==> config.mk <==
export PLATFORM = sky130hd
export DESIGN_NAME = graph_bridge_finder_unit
export DESIGN_NICKNAME = d
export VERILOG_FILES = /design/src/design/gbf_pkg.sv /design/src/design/gbf_datapath.sv /design/src/design/gbf_control.sv /design/src/design/graph_bridge_finder_unit.sv
export SDC_FILE = /design/constraint.sdc
export NUM_CORES = 2
export LEC_CHECK = 0
export BUFFER_PORTS_ARGS = -buffer_cell sky130_fd_sc_hd__buf_4
export CAP_MARGIN = 5
export CORE_MARGIN = 2
export CORE_UTILIZATION = 35
export DETAILED_ROUTE_END_ITERATION = 10
export PLACE_DENSITY = 0.58
export SKIP_LAST_GASP = 1
export SYNTH_ARGS = -nofsm -noshare
export SYNTH_HDL_FRONTEND = slang
export SYNTH_MEMORY_MAX_BITS = 65536
export SYNTH_SLANG_ARGS = --single-unit
==> constraint.sdc <==
create_clock -name clk -period 16.4 [get_ports clk]
set_input_delay 3.28 -clock clk [delete_from_list [all_inputs] [get_ports clk]]
set_output_delay 3.28 -clock clk [all_outputs]
set_load 0.02 [all_outputs]
==> src/design/gbf_pkg.sv <==
package gbf_pkg;

    localparam int MaxVertices = 64;
    localparam int MaxEdges    = 128;
    localparam int VW          = 6;   // vertex index width
    localparam int EW          = 7;   // edge index width
    localparam int CW          = 8;   // edge count / cursor width
    localparam int DW          = 7;   // discovery order width
    localparam int SW          = 7;   // stack depth width

    typedef struct packed {
        logic [5:0] edge_from_vertex;
        logic [5:0] edge_to_vertex;
        logic       last_edge;
    } in_word_t;

    typedef struct packed {
        logic [5:0] bridge_parent;
        logic [5:0] bridge_child;
        logic       bridge_valid;
        logic       last_result;
        logic       edges_dropped;
    } out_word_t;

    // controller -> datapath
    typedef struct packed {
        logic store_edge;    // write input edge to store
        logic set_overflow;
        logic search_init;   // clear marks, load root frame
        logic scan_issue;    // read edge at cursor of top frame
        logic scan_eval;     // evaluate registered edge read
        logic back_edge;     // fold registered discovery order into top low
        logic pop_frame;     // drop top, start parent frame read
        logic pop_merge;     // parent frame becomes top, low merged
        logic take_bridge;   // found bridge becomes the held bridge
        logic clear_job;     // empty store after job
        logic emit;          // load output register
        logic emit_none;     // output is the empty result
        logic emit_final;    // output is the last word of the graph
    } gbf_cmd_t;

    // datapath -> controller
    typedef struct packed {
        logic store_full;
        logic cursor_done;   // cursor reached edges_loaded
        logic at_root;       // only the root frame is on the stack
        logic need_back;     // neighbor already visited and not the parent
        logic is_bridge;     // last merge made a bridge
        logic have_bridge;   // a bridge word is held back
    } gbf_stat_t;

endpackage

==> src/design/gbf_datapath.sv <==
module gbf_datapath
(
    input  logic                clk,
    input  logic                rst_n,
    input  logic [6:0]          vertex_count,
    input  gbf_pkg::in_word_t   in_word,
    input  gbf_pkg::gbf_cmd_t   cmd,
    output gbf_pkg::gbf_stat_t  stat,
    output gbf_pkg::out_word_t  res_word
);
    import gbf_pkg::*;

    // one stack frame; low and discovery order of a vertex travel with its frame
    typedef struct packed {
        logic [VW-1:0] v;
        logic [VW-1:0] p;
        logic [CW-1:0] cur;
        logic [DW-1:0] low;
        logic [DW-1:0] disc;
    } frame_t;

    logic [VW-1:0] efirst_mem [MaxEdges];
    logic [VW-1:0] esecond_mem [MaxEdges];
    logic [VW-1:0] rd_a_reg, rd_b_reg;

    logic [DW-1:0] disc_mem [MaxVertices];
    logic [DW-1:0] disc_rd_reg;
    frame_t        stk_mem [MaxVertices];
    frame_t        frame_rd_reg;
    frame_t        top_reg, top_next;

    logic [MaxVertices-1:0] visited_reg, visited_next;
    logic [CW-1:0] loaded_reg;
    logic          ovf_reg;
    logic [SW-1:0] depth_reg, depth_next;
    logic [DW-1:0] clock_reg;
    logic          bridge_reg, have_reg;
    logic [VW-1:0] br_p_reg, br_c_reg;
    logic [VW-1:0] pend_p_reg, pend_c_reg;
    logic [6:0]    vc_eff;

    logic [VW-1:0] save_idx, pop_idx;
    logic          in_a, in_b, hit, seen_nb, do_push, pop_bridge;
    logic [VW-1:0] nb;
    logic [DW-1:0] merged_low;

    assign vc_eff     = (vertex_count == 7'd0) ? 7'd1 :
                        (vertex_count > 7'(MaxVertices)) ? 7'(MaxVertices) : vertex_count;
    assign save_idx   = VW'(depth_reg - SW'(1));
    assign pop_idx    = VW'(depth_reg - SW'(2));
    assign in_a       = {1'b0, rd_a_reg} < vc_eff;
    assign in_b       = {1'b0, rd_b_reg} < vc_eff;
    assign hit        = in_a && in_b && (rd_a_reg == top_reg.v || rd_b_reg == top_reg.v);
    assign nb         = (rd_a_reg == top_reg.v) ? rd_b_reg : rd_a_reg;
    assign seen_nb    = visited_reg[nb];
    assign do_push    = cmd.scan_eval && hit && !seen_nb && depth_reg < SW'(MaxVertices);
    assign pop_bridge = top_reg.low > frame_rd_reg.disc;
    assign merged_low = (top_reg.low < frame_rd_reg.low) ? top_reg.low : frame_rd_reg.low;

    assign stat.store_full  = loaded_reg == CW'(MaxEdges);
    assign stat.cursor_done = top_reg.cur >= loaded_reg;
    assign stat.at_root     = depth_reg == SW'(1);
    assign stat.need_back   = hit && seen_nb && (depth_reg == SW'(1) || nb != top_reg.p);
    assign stat.is_bridge   = bridge_reg;
    assign stat.have_bridge = have_reg;

    always_ff @(posedge clk)
    begin
        if (cmd.store_edge)
        begin
            efirst_mem[EW'(loaded_reg)]  <= in_word.edge_from_vertex;
            esecond_mem[EW'(loaded_reg)] <= in_word.edge_to_vertex;
        end
        rd_a_reg <= efirst_mem[EW'(top_reg.cur)];
        rd_b_reg <= esecond_mem[EW'(top_reg.cur)];
    end

    always_ff @(posedge clk)
    begin
        if (cmd.search_init)
            disc_mem[0] <= DW'(1);
        else if (do_push)
            disc_mem[nb] <= clock_reg;
        disc_rd_reg <= disc_mem[nb];
    end

    // saved frames below the top; the parent frame is read while the top pops
    always_ff @(posedge clk)
    begin
        if (do_push)
            stk_mem[save_idx] <= top_reg;
        frame_rd_reg <= stk_mem[pop_idx];
    end

    always_comb
    begin
        top_next     = top_reg;
        visited_next = visited_reg;
        depth_next   = depth_reg;
        if (cmd.search_init)
        begin
            top_next        = '0;
            top_next.low    = DW'(1);
            top_next.disc   = DW'(1);
            visited_next    = '0;
            visited_next[0] = 1'b1;
            depth_next      = SW'(1);
        end
        else if (cmd.scan_issue)
        begin
            top_next.cur = top_reg.cur + CW'(1);
        end
        else if (do_push)
        begin
            top_next.v       = nb;
            top_next.p       = top_reg.v;
            top_next.cur     = '0;
            top_next.low     = clock_reg;
            top_next.disc    = clock_reg;
            visited_next[nb] = 1'b1;
            depth_next       = depth_reg + SW'(1);
        end
        else if (cmd.back_edge)
        begin
            if (disc_rd_reg < top_reg.low)
                top_next.low = disc_rd_reg;
        end
        else if (cmd.pop_frame)
        begin
            depth_next = depth_reg - SW'(1);
        end
        else if (cmd.pop_merge)
        begin
            top_next     = frame_rd_reg;
            top_next.low = merged_low;
        end
    end

    always_ff @(posedge clk or negedge rst_n)
    begin
        if (!rst_n)
        begin
            loaded_reg  <= '0;
            ovf_reg     <= 1'b0;
            depth_reg   <= '0;
            clock_reg   <= DW'(1);
            visited_reg <= '0;
            top_reg     <= '0;
            bridge_reg  <= 1'b0;
            have_reg    <= 1'b0;
        end
        else
        begin
            visited_reg <= visited_next;
            depth_reg   <= depth_next;
            top_reg     <= top_next;
            if (cmd.clear_job)
                loaded_reg <= '0;
            else if (cmd.store_edge)
                loaded_reg <= loaded_reg + CW'(1);
            if (cmd.clear_job)
                ovf_reg <= 1'b0;
            else if (cmd.set_overflow)
                ovf_reg <= 1'b1;
            if (cmd.search_init)
            begin
                clock_reg  <= DW'(2);
                have_reg   <= 1'b0;
                bridge_reg <= 1'b0;
            end
            else
            begin
                if (do_push)
                    clock_reg <= clock_reg + DW'(1);
                if (cmd.pop_merge)
                    bridge_reg <= pop_bridge;
                if (cmd.take_bridge)
                    have_reg <= 1'b1;
            end
        end
    end

    always_ff @(posedge clk)
    begin
        if (cmd.pop_merge)
        begin
            br_p_reg <= top_reg.p;
            br_c_reg <= top_reg.v;
        end
        if (cmd.take_bridge)
        begin
            pend_p_reg <= br_p_reg;
            pend_c_reg <= br_c_reg;
        end
        if (cmd.emit)
        begin
            res_word.bridge_parent <= cmd.emit_none ? '0 : pend_p_reg;
            res_word.bridge_child  <= cmd.emit_none ? '0 : pend_c_reg;
            res_word.bridge_valid  <= !cmd.emit_none;
            res_word.last_result   <= cmd.emit_final;
            res_word.edges_dropped <= ovf_reg;
        end
    end

endmodule

==> src/design/gbf_control.sv <==
module gbf_control
(
    input  logic               clk,
    input  logic               rst_n,
    input  logic               in_valid,
    output logic               in_stall,
    input  logic               in_last,
    output logic               out_valid,
    input  logic               out_stall,
    input  gbf_pkg::gbf_stat_t stat,
    output gbf_pkg::gbf_cmd_t  cmd
);
    import gbf_pkg::*;

    localparam logic [2:0] S_LOAD  = 3'd0;
    localparam logic [2:0] S_INIT  = 3'd1;
    localparam logic [2:0] S_ISSUE = 3'd2;
    localparam logic [2:0] S_EVAL  = 3'd3;
    localparam logic [2:0] S_BACK  = 3'd4;
    localparam logic [2:0] S_POP   = 3'd5;
    localparam logic [2:0] S_CHECK = 3'd6;
    localparam logic [2:0] S_WAIT  = 3'd7;

    logic [2:0] state_reg, state_next;
    logic       ov_reg, ov_next;
    logic       accept, out_free;

    assign in_stall  = state_reg != S_LOAD;
    assign accept    = in_valid && !in_stall;
    assign out_free  = !ov_reg || !out_stall;
    assign out_valid = ov_reg;

    always_comb
    begin
        cmd        = '0;
        state_next = state_reg;
        ov_next    = ov_reg && out_stall;
        case (state_reg)
            S_LOAD:
            begin
                if (accept)
                begin
                    cmd.store_edge   = !stat.store_full;
                    cmd.set_overflow = stat.store_full;
                    if (in_last)
                        state_next = S_INIT;
                end
            end
            S_INIT:
            begin
                cmd.search_init = 1'b1;
                state_next      = S_ISSUE;
            end
            S_ISSUE:
            begin
                if (stat.cursor_done)
                begin
                    cmd.pop_frame = 1'b1;
                    state_next    = stat.at_root ? S_WAIT : S_POP;
                end
                else
                begin
                    cmd.scan_issue = 1'b1;
                    state_next     = S_EVAL;
                end
            end
            S_EVAL:
            begin
                cmd.scan_eval = 1'b1;
                state_next    = stat.need_back ? S_BACK : S_ISSUE;
            end
            S_BACK:
            begin
                cmd.back_edge = 1'b1;
                state_next    = S_ISSUE;
            end
            S_POP:
            begin
                cmd.pop_merge = 1'b1;
                state_next    = S_CHECK;
            end
            S_CHECK:
            begin
                // a new bridge sends the held one to the output; while the output is not free the search waits
                if (!stat.is_bridge)
                    state_next = S_ISSUE;
                else if (!stat.have_bridge)
                begin
                    cmd.take_bridge = 1'b1;
                    state_next      = S_ISSUE;
                end
                else if (out_free)
                begin
                    cmd.emit        = 1'b1;
                    cmd.take_bridge = 1'b1;
                    ov_next         = 1'b1;
                    state_next      = S_ISSUE;
                end
            end
            S_WAIT:
            begin
                // final word: the held bridge, or the empty word
                if (out_free)
                begin
                    cmd.emit       = 1'b1;
                    cmd.emit_none  = !stat.have_bridge;
                    cmd.emit_final = 1'b1;
                    ov_next        = 1'b1;
                    cmd.clear_job  = 1'b1;
                    state_next     = S_LOAD;
                end
            end
            default:
                state_next = S_LOAD;
        endcase
    end

    always_ff @(posedge clk or negedge rst_n)
    begin
        if (!rst_n)
        begin
            state_reg <= S_LOAD;
            ov_reg    <= 1'b0;
        end
        else
        begin
            state_reg <= state_next;
            ov_reg    <= ov_next;
        end
    end

endmodule

==> src/design/graph_bridge_finder_unit.sv <==
// Loading: one edge word per cycle. After the last edge the input stalls for the search,
// which scans the stored edges from every reached vertex, and while a bridge word waits
// on out_stall.
// Each bridge word is held until the next is found, so the final word carries last_result.
// One graph at a time; a stalled output word holds the search.
// rst_n is asynchronous: edge store empty, vertex_count = 64, output idle.
module graph_bridge_finder_unit
(
    input  logic               clk,
    input  logic               rst_n,
    input  logic               in_valid,
    output logic               in_stall,
    input  gbf_pkg::in_word_t  in_data,
    output logic               out_valid,
    input  logic               out_stall,
    output gbf_pkg::out_word_t out_data,
    input  logic               cfg_we,
    input  logic [6:0]         cfg_data
);
    import gbf_pkg::*;

    logic [6:0] vc_reg;
    gbf_cmd_t   cmd;
    gbf_stat_t  stat;
    out_word_t  res_word;

    always_ff @(posedge clk or negedge rst_n)
    begin
        if (!rst_n)
        begin
            vc_reg <= 7'd64;
        end
        else
        begin
            if (cfg_we)
                vc_reg <= cfg_data;
        end
    end

    gbf_control u_ctrl
    (
        .clk       (clk),
        .rst_n     (rst_n),
        .in_valid  (in_valid),
        .in_stall  (in_stall),
        .in_last   (in_data.last_edge),
        .out_valid (out_valid),
        .out_stall (out_stall),
        .stat      (stat),
        .cmd       (cmd)
    );

    gbf_datapath u_dp
    (
        .clk          (clk),
        .rst_n        (rst_n),
        .vertex_count (vc_reg),
        .in_word      (in_data),
        .cmd          (cmd),
        .stat         (stat),
        .res_word     (res_word)
    );

    assign out_data = res_word;

endmodule

== Word-level counts from Yosys, hierarchy flattened ==
Memory sizes are Yosys's and may differ from the RTL's. A register that Yosys moved wholly into a read port is not among the register bits.
Cells that the tools add are included.
Operators by class
  add/subtract/negate cells: 6
  $lt $le $gt $ge: 10
  equal/unequal tests: 24
  muxes and demuxes: 82
  bitwise logic cells: 1
  reductions and logical operators: 40
Operator list (number)
  64-bit two-way mux: 3
  34-bit two-way mux: 4
  7-bit two-way mux: 14
  64-bit OR: 1
  1-bit two-way mux: 35
  3-bit two-way mux: 8
  8-bit two-way mux: 3
  3-bit case mux with 7 select lines: 1
  20-bit two-way mux: 1
  8-bit by 1-bit adder with 8-bit output, second input constant: 2
  4-bit by 1-bit != test with 1-bit output, second input constant: 4
  7-bit by 1-bit adder with 7-bit output, second input constant: 2
  6-bit by 7-bit < comparator with 1-bit output: 2
  7-bit < comparator: 2
  14-bit two-way mux: 1
  3-bit == test, second input constant: 4
  6-bit == test: 2
  12-bit two-way mux: 1
  6-bit two-way mux: 2
  1-bit logical AND: 10
  2-bit nonzero test: 5
  3-bit nonzero test: 3
  8-bit == test, second input constant: 1
  8-bit greater-or-equal comparator: 1
  32 further kinds: 51
Word-level totals
  register bits after elaboration: 173
  bits in writable memories: 4160
  output and inout port bits: 17
  memories kept: 4
Memory list
  u_dp.stk_mem: depth 64, bits a word 34, rd ports 1, clocked after Yosys merged registers in 1, wr ports 1, RTL line gbf_datapath.sv:28  | frame_t stk_mem [MaxVertices];
  u_dp.efirst_mem: depth 128, bits a word 6, rd ports 1, clocked after Yosys merged registers in 1, wr ports 1, RTL line gbf_datapath.sv:22  | logic [VW-1:0] efirst_mem [MaxEdges];
  u_dp.esecond_mem: depth 128, bits a word 6, rd ports 1, clocked after Yosys merged registers in 1, wr ports 1, RTL line gbf_datapath.sv:23  | logic [VW-1:0] esecond_mem [MaxEdges];
  u_dp.disc_mem: depth 64, bits a word 7, rd ports 1, clocked after Yosys merged registers in 1, wr ports 1, RTL line gbf_datapath.sv:26  | logic [DW-1:0] disc_mem [MaxVertices];

== Depth between registers and ports, before layout ==
  depth after elaboration: 14
  depth in mapped cells: 15
  gate-level depth less buffers: 11

== Cells and area by module ==
Synthesis repeated with hierarchy kept, for this count alone.
Unflattened totals
  cells, all modules: 8247
  area, all modules: 170023.1 µm²
Modules (own cells, without submodules)
  gbf_datapath: instances 1, cells each 8190, area each 169368.7 µm², seq. area each 130231.2 µm²
  gbf_control: instances 1, cells each 42, area each 361.6 µm², seq. area each 100.1 µm²
  graph_bridge_finder_unit: instances 1, cells each 15, area each 292.8 µm², seq. area each 176.4 µm²

== Worst setup path before layout ==
Ideal clock, no wire load.
  kind: register -> register
  start: reg u_dp.top_reg[33] (netlist bit)
  end: mem u_dp.stk_mem[0][0] (netlist bit) (enable)
  arrival time: 4782 ps
  slack: 11193 ps
  cell stages (with the launch flop): 12
  buffers on the path: 2
  clock period less this slack: 5207 ps
  cells stage by stage: dfrtp_1 xnor2_1 nand4_2 nor2_2 o22ai_1 nor3_1 nor4b_4 nand2_1 buf_2 or3_1 buf_2 nor2_1
On the way
  longest elaborated chain between the ends: 9
  elaborated cells on any way between the ends: 13
  classes of those cells: 2 x eq/ne; 5 x mux; 6 x reduce/logical
Ends and longest elaborated chain
  from (decl): RTL line gbf_datapath.sv:30  | frame_t top_reg, top_next;
  from (signal assigned): RTL line gbf_datapath.sv:156  | top_reg <= top_next;
  6-bit == test: RTL line gbf_datapath.sv:53, gbf_datapath.sv:54
  6-bit two-way mux: RTL line gbf_datapath.sv:54  | assign nb = (rd_a_reg == top_reg.v) ? rd_b_reg : rd_a_reg;
  1-bit binary-select mux with 6-bit select: RTL line gbf_datapath.sv:55  | assign seen_nb = visited_reg[nb];
  1-bit two-way mux (implied by the code): RTL line gbf_datapath.sv:55
  1-bit zero test: RTL line gbf_datapath.sv:56  | assign do_push = cmd.scan_eval && hit && !seen_nb && depth_reg < SW'(MaxVertices);
  1-bit logical AND (*) (2 in a row): RTL line gbf_datapath.sv:56
  1-bit two-way mux (*): RTL line gbf_datapath.sv:90  | if (do_push)
  1-bit two-way mux (implied by the code) (*): RTL line gbf_datapath.sv:91  | stk_mem[save_idx] <= top_reg;
  to (decl): RTL line gbf_datapath.sv:28
Mark *: on every way between the ends. The rest lies on a longest branch, timed or not. The select of a mux whose other input is x is not followed.

== Worst setup path in the final report ==
  start: reg u_dp.top_reg[29] (netlist bit)
  end: mem u_dp.stk_mem[51][10] (netlist bit) (enable)
The elaborated chain is that of the path after synthesis.

==> out/qor.txt <==
outcome - completed
Clock Tree Buf Depth - 4
H-Tree Depth - 5
total congestion overflow - 0
initial antenna violation count - 18
Die ar. - 0.488 sq mm
routed length per placed instance - 29.8 um
clock sinks - 4386
post-CTS resize count - 0
clk_lat worst skew - 1.03 ns
Synth async-reset ratio - 0.0306
crit share post-route - 0.394
Final GP Congestion - 0.845
R2R setup slack - 9.93 ns
Post-Syn Instances - 7465
vias per cell - 5.47
Post-synth EDFFs - 4199
Crit Path Class - flip-flop to flip-flop
Row Count - 254
slew margin rel. - 0.121
Final Setup Violations - 0
Post-Route Setup TNS - 0 ns
syn_area_per_cell - 22.6 sq um
Worst path slowest cell - nor4b_4
Pwr Density - 174 mW/mm^2
flop and latch count out of synthesis - 4386
final core utilization - 0.400
CTS tree - yes
Initial Utilization - 0.352
leak pwr - 59.1 nW
design area - 0.192 sq mm
combinational power share - 0.306
post-detail-place hpwl - 257 mm
CP top delay family - simple AND/OR/NAND/NOR gates
post-route ant nets - 0
startpoint types - flip-flop
Worst Tran Pin Value - 1.31 ns
Hold Path Sink - u_dp.pend_p_reg[3]
Tot GR Track Use - 0.174
Synth Flop Type - edfxtp_1
Seq/Total Area, Yosys - 0.774
Crit. End Element - flip-flop
critical path depth - 11
first-pass GRT wire length - 616 mm
Worst Reg2Reg Path Length in Cells - 11
Area after DPL - 0.178 sq mm
worst path bufs/invs - 2
worst vdd ir - 151 uV
# DRC - 0
switch share - 0.320
1st-pass router iterations - 5
internal power - 22.7 mW
Mapped Area - 0.169 sq mm
Final Slew Violations - 0
RSZ-0062 raised after global routing - false
Worst Hold Launch - u_dp.br_p_reg[3]
crit-path max FO - 69
Chip Height - 698 um
RR Startpoint - u_dp.top_reg[29]
Required @ worst endpoint - 16.98 ns
Reg power frac - 0.404
Max stage delay on crit path - 0.99 ns
vias in the first global route - 80600
fin crit period - 6.47 ns
Vias - 79300
Post-Route WL - 432 mm
layout cell share with drive strength beyond 1 - 0.283
drt first-iter violations - 9342
I/O Buffers - 41
max reg flops - 2176
die width - 698 um
synth unique cells - 79
clock root cell - clkbuf_16
nets - 7795
FF-to-FF End - u_dp.stk_mem[51][10]
top flop regs - u_dp.stk_mem x2176, u_dp.efirst_mem x768, u_dp.esecond_mem x768
yosys warns - 0
Post-CTS Setup Repair Bufs - 0
Reg with most FFs - u_dp.stk_mem
syn_nets - 7537
maxcap violations - 0
clk slew on worst S/H paths - 0.06 ns
worst-path cell chain - buf_4 -> xnor2_1 -> nand2_1 -> nor2_2 -> o22ai_1 -> nor3_1 -> nor4b_4 -> nand2_4 -> or3_1 -> nor2_4 -> buf_4
io pins - 42
fmax - 155 MHz
largest net degree at the start of global routing - 120
hold_buf cts - 0
crit path DAT - 7.05 ns
clock skew - 0.122 ns
worst hold slack - 0.422 ns
cts bufs inserted - 426
Fillers - 41800
Final Hold Viols - 0
hold depth - 0
P_sw - 10.7 mW
core box area - 0.479 sq mm
P&R area growth vs syn - 13.6%
clock network fraction of total power - 0.290
Most common cell on crit path - buf_4
hold crit path type - flip-flop to flip-flop
-- kinds of logic after synthesis --
logic type,share of synthesized area
DFF,0.774
muxes,0.170
AOI/OAI and AO/OA,0.0213
xor gates and xnor gates,0.00191
buffers and inverters,0.0107
and+or+nand+nor,0.0192
adders and majority gates,0.00349
-- synth_stat cells, types with 10 or more instances --
cell type,instances,area share
ha_1,47,0.0035
o21a_1,50,0.0022
nand4_1,22,0.00082
a211oi_1,12,0.00053
o21ai_0,37,0.0011
nand3_1,51,0.0015
a21oi_1,59,0.0018
edfxtp_1,4199,0.75
mux2i_1,33,0.0020
xnor2_1,29,0.0015
a22o_1,12,0.00062
a21o_1,30,0.0013
dfxtp_1,53,0.0063
a221oi_1,14,0.00073
mux4_2,1244,0.17
dfrtp_1,132,0.020
nand2_1,195,0.0043
or3_1,10,0.00037
mux2_2,26,0.0017
nor3_1,13,0.00039
nor2b_1,26,0.00096
a31oi_1,38,0.0014
nand2b_1,14,0.00052
nor2_1,344,0.0077
clkbuf_1,255,0.0057
a41o_1,10,0.00059
or4_1,12,0.00053
a22oi_1,172,0.0077
buf_2,55,0.0016
inv_1,44,0.00098
buf_1,99,0.0022
-- through the flow --
stage	worst slack (ns)	power (mW)	instances
floorplan	11.19	19.8	7465
CTS	9.90	33.8	14500
detailed placement	9.95	24.2	13700
global route	9.54	34.5	14500
global placement	10.04	24.1	13700
finish	9.93	33.4	14500
-- layer usage --
layer / vias to the layer above / global-route usage / share of wire / wire (um)
li1: 32200 / - / - / -
met2: 3288 / 0.292 / 0.50 / 215000
met4: 8 / 0.0500 / 0.030 / 13100
met1: 43200 / 0.236 / 0.41 / 175000
met5: - / 0 / 0.00012 / 54
met3: 589 / 0.0252 / 0.066 / 28500
-- placed cells by master (no fill, tap or decap), types with 26 or more instances in the layout --
master,count
nor2_4,68
clkinvlp_4,31
clkbuf_16,432
dfxtp_1,51
inv_1,44
ha_1,46
mux2_2,26
dfrtp_1,95
mux2i_1,33
a22oi_1,168
o21a_1,50
dfrtp_2,29
a31oi_1,38
nor2_1,275
a21oi_1,59
clkinv_2,70
xnor2_1,27
a21o_1,30
o21ai_0,37
nand3_1,49
edfxtp_1,4199
bufinv_16,37
buf_4,229
mux4_2,1244
clkbuf_1,82
clkinv_1,79
nand2_1,188
-- how the worst max path moves through the flow --
stage                                 from                       to
after floorplan           u_dp.top_reg[33]       u_dp.stk_mem[0][0]
after global placement            in_valid  u_dp.esecond_mem[74][1]
after detailed placement  u_dp.top_reg[29]     u_dp.stk_mem[49][11]
after CTS                 u_dp.top_reg[29]     u_dp.stk_mem[49][10]
after global routing      u_dp.top_reg[29]     u_dp.stk_mem[51][25]
final                     u_dp.top_reg[29]     u_dp.stk_mem[51][10]
-- power by group through the flow --
stage / clock, mW / combinational [mW] / sequential [mW]
floorplan: 0 / 6.08 / 13.8
global placement: 0 / 10.3 / 13.8
finish: 9.68 / 10.2 / 13.5
CTS: 9.85 / 10.4 / 13.5
detailed placement: 0 / 10.4 / 13.8
global route: 10.3 / 10.7 / 13.5
-- final cells by class --
cell class | instances | area [sq um] | area share
Sequential cell | 4386 | 131000 | 0.682
Multi-Input combinational cell | 2621 | 37100 | 0.194
Clock buffer | 523 | 11200 | 0.0587
Tap cell | 6400 | 8010 | 0.0418
Clock inverter | 256 | 2500 | 0.0130
Timing Repair Buffer | 242 | 1970 | 0.0103
Inverter | 46 | 173 | 0.000901
Antenna cell | 12 | 30.0 | 0.000157
No activity file was read; power rests on OpenSTA's default activity.
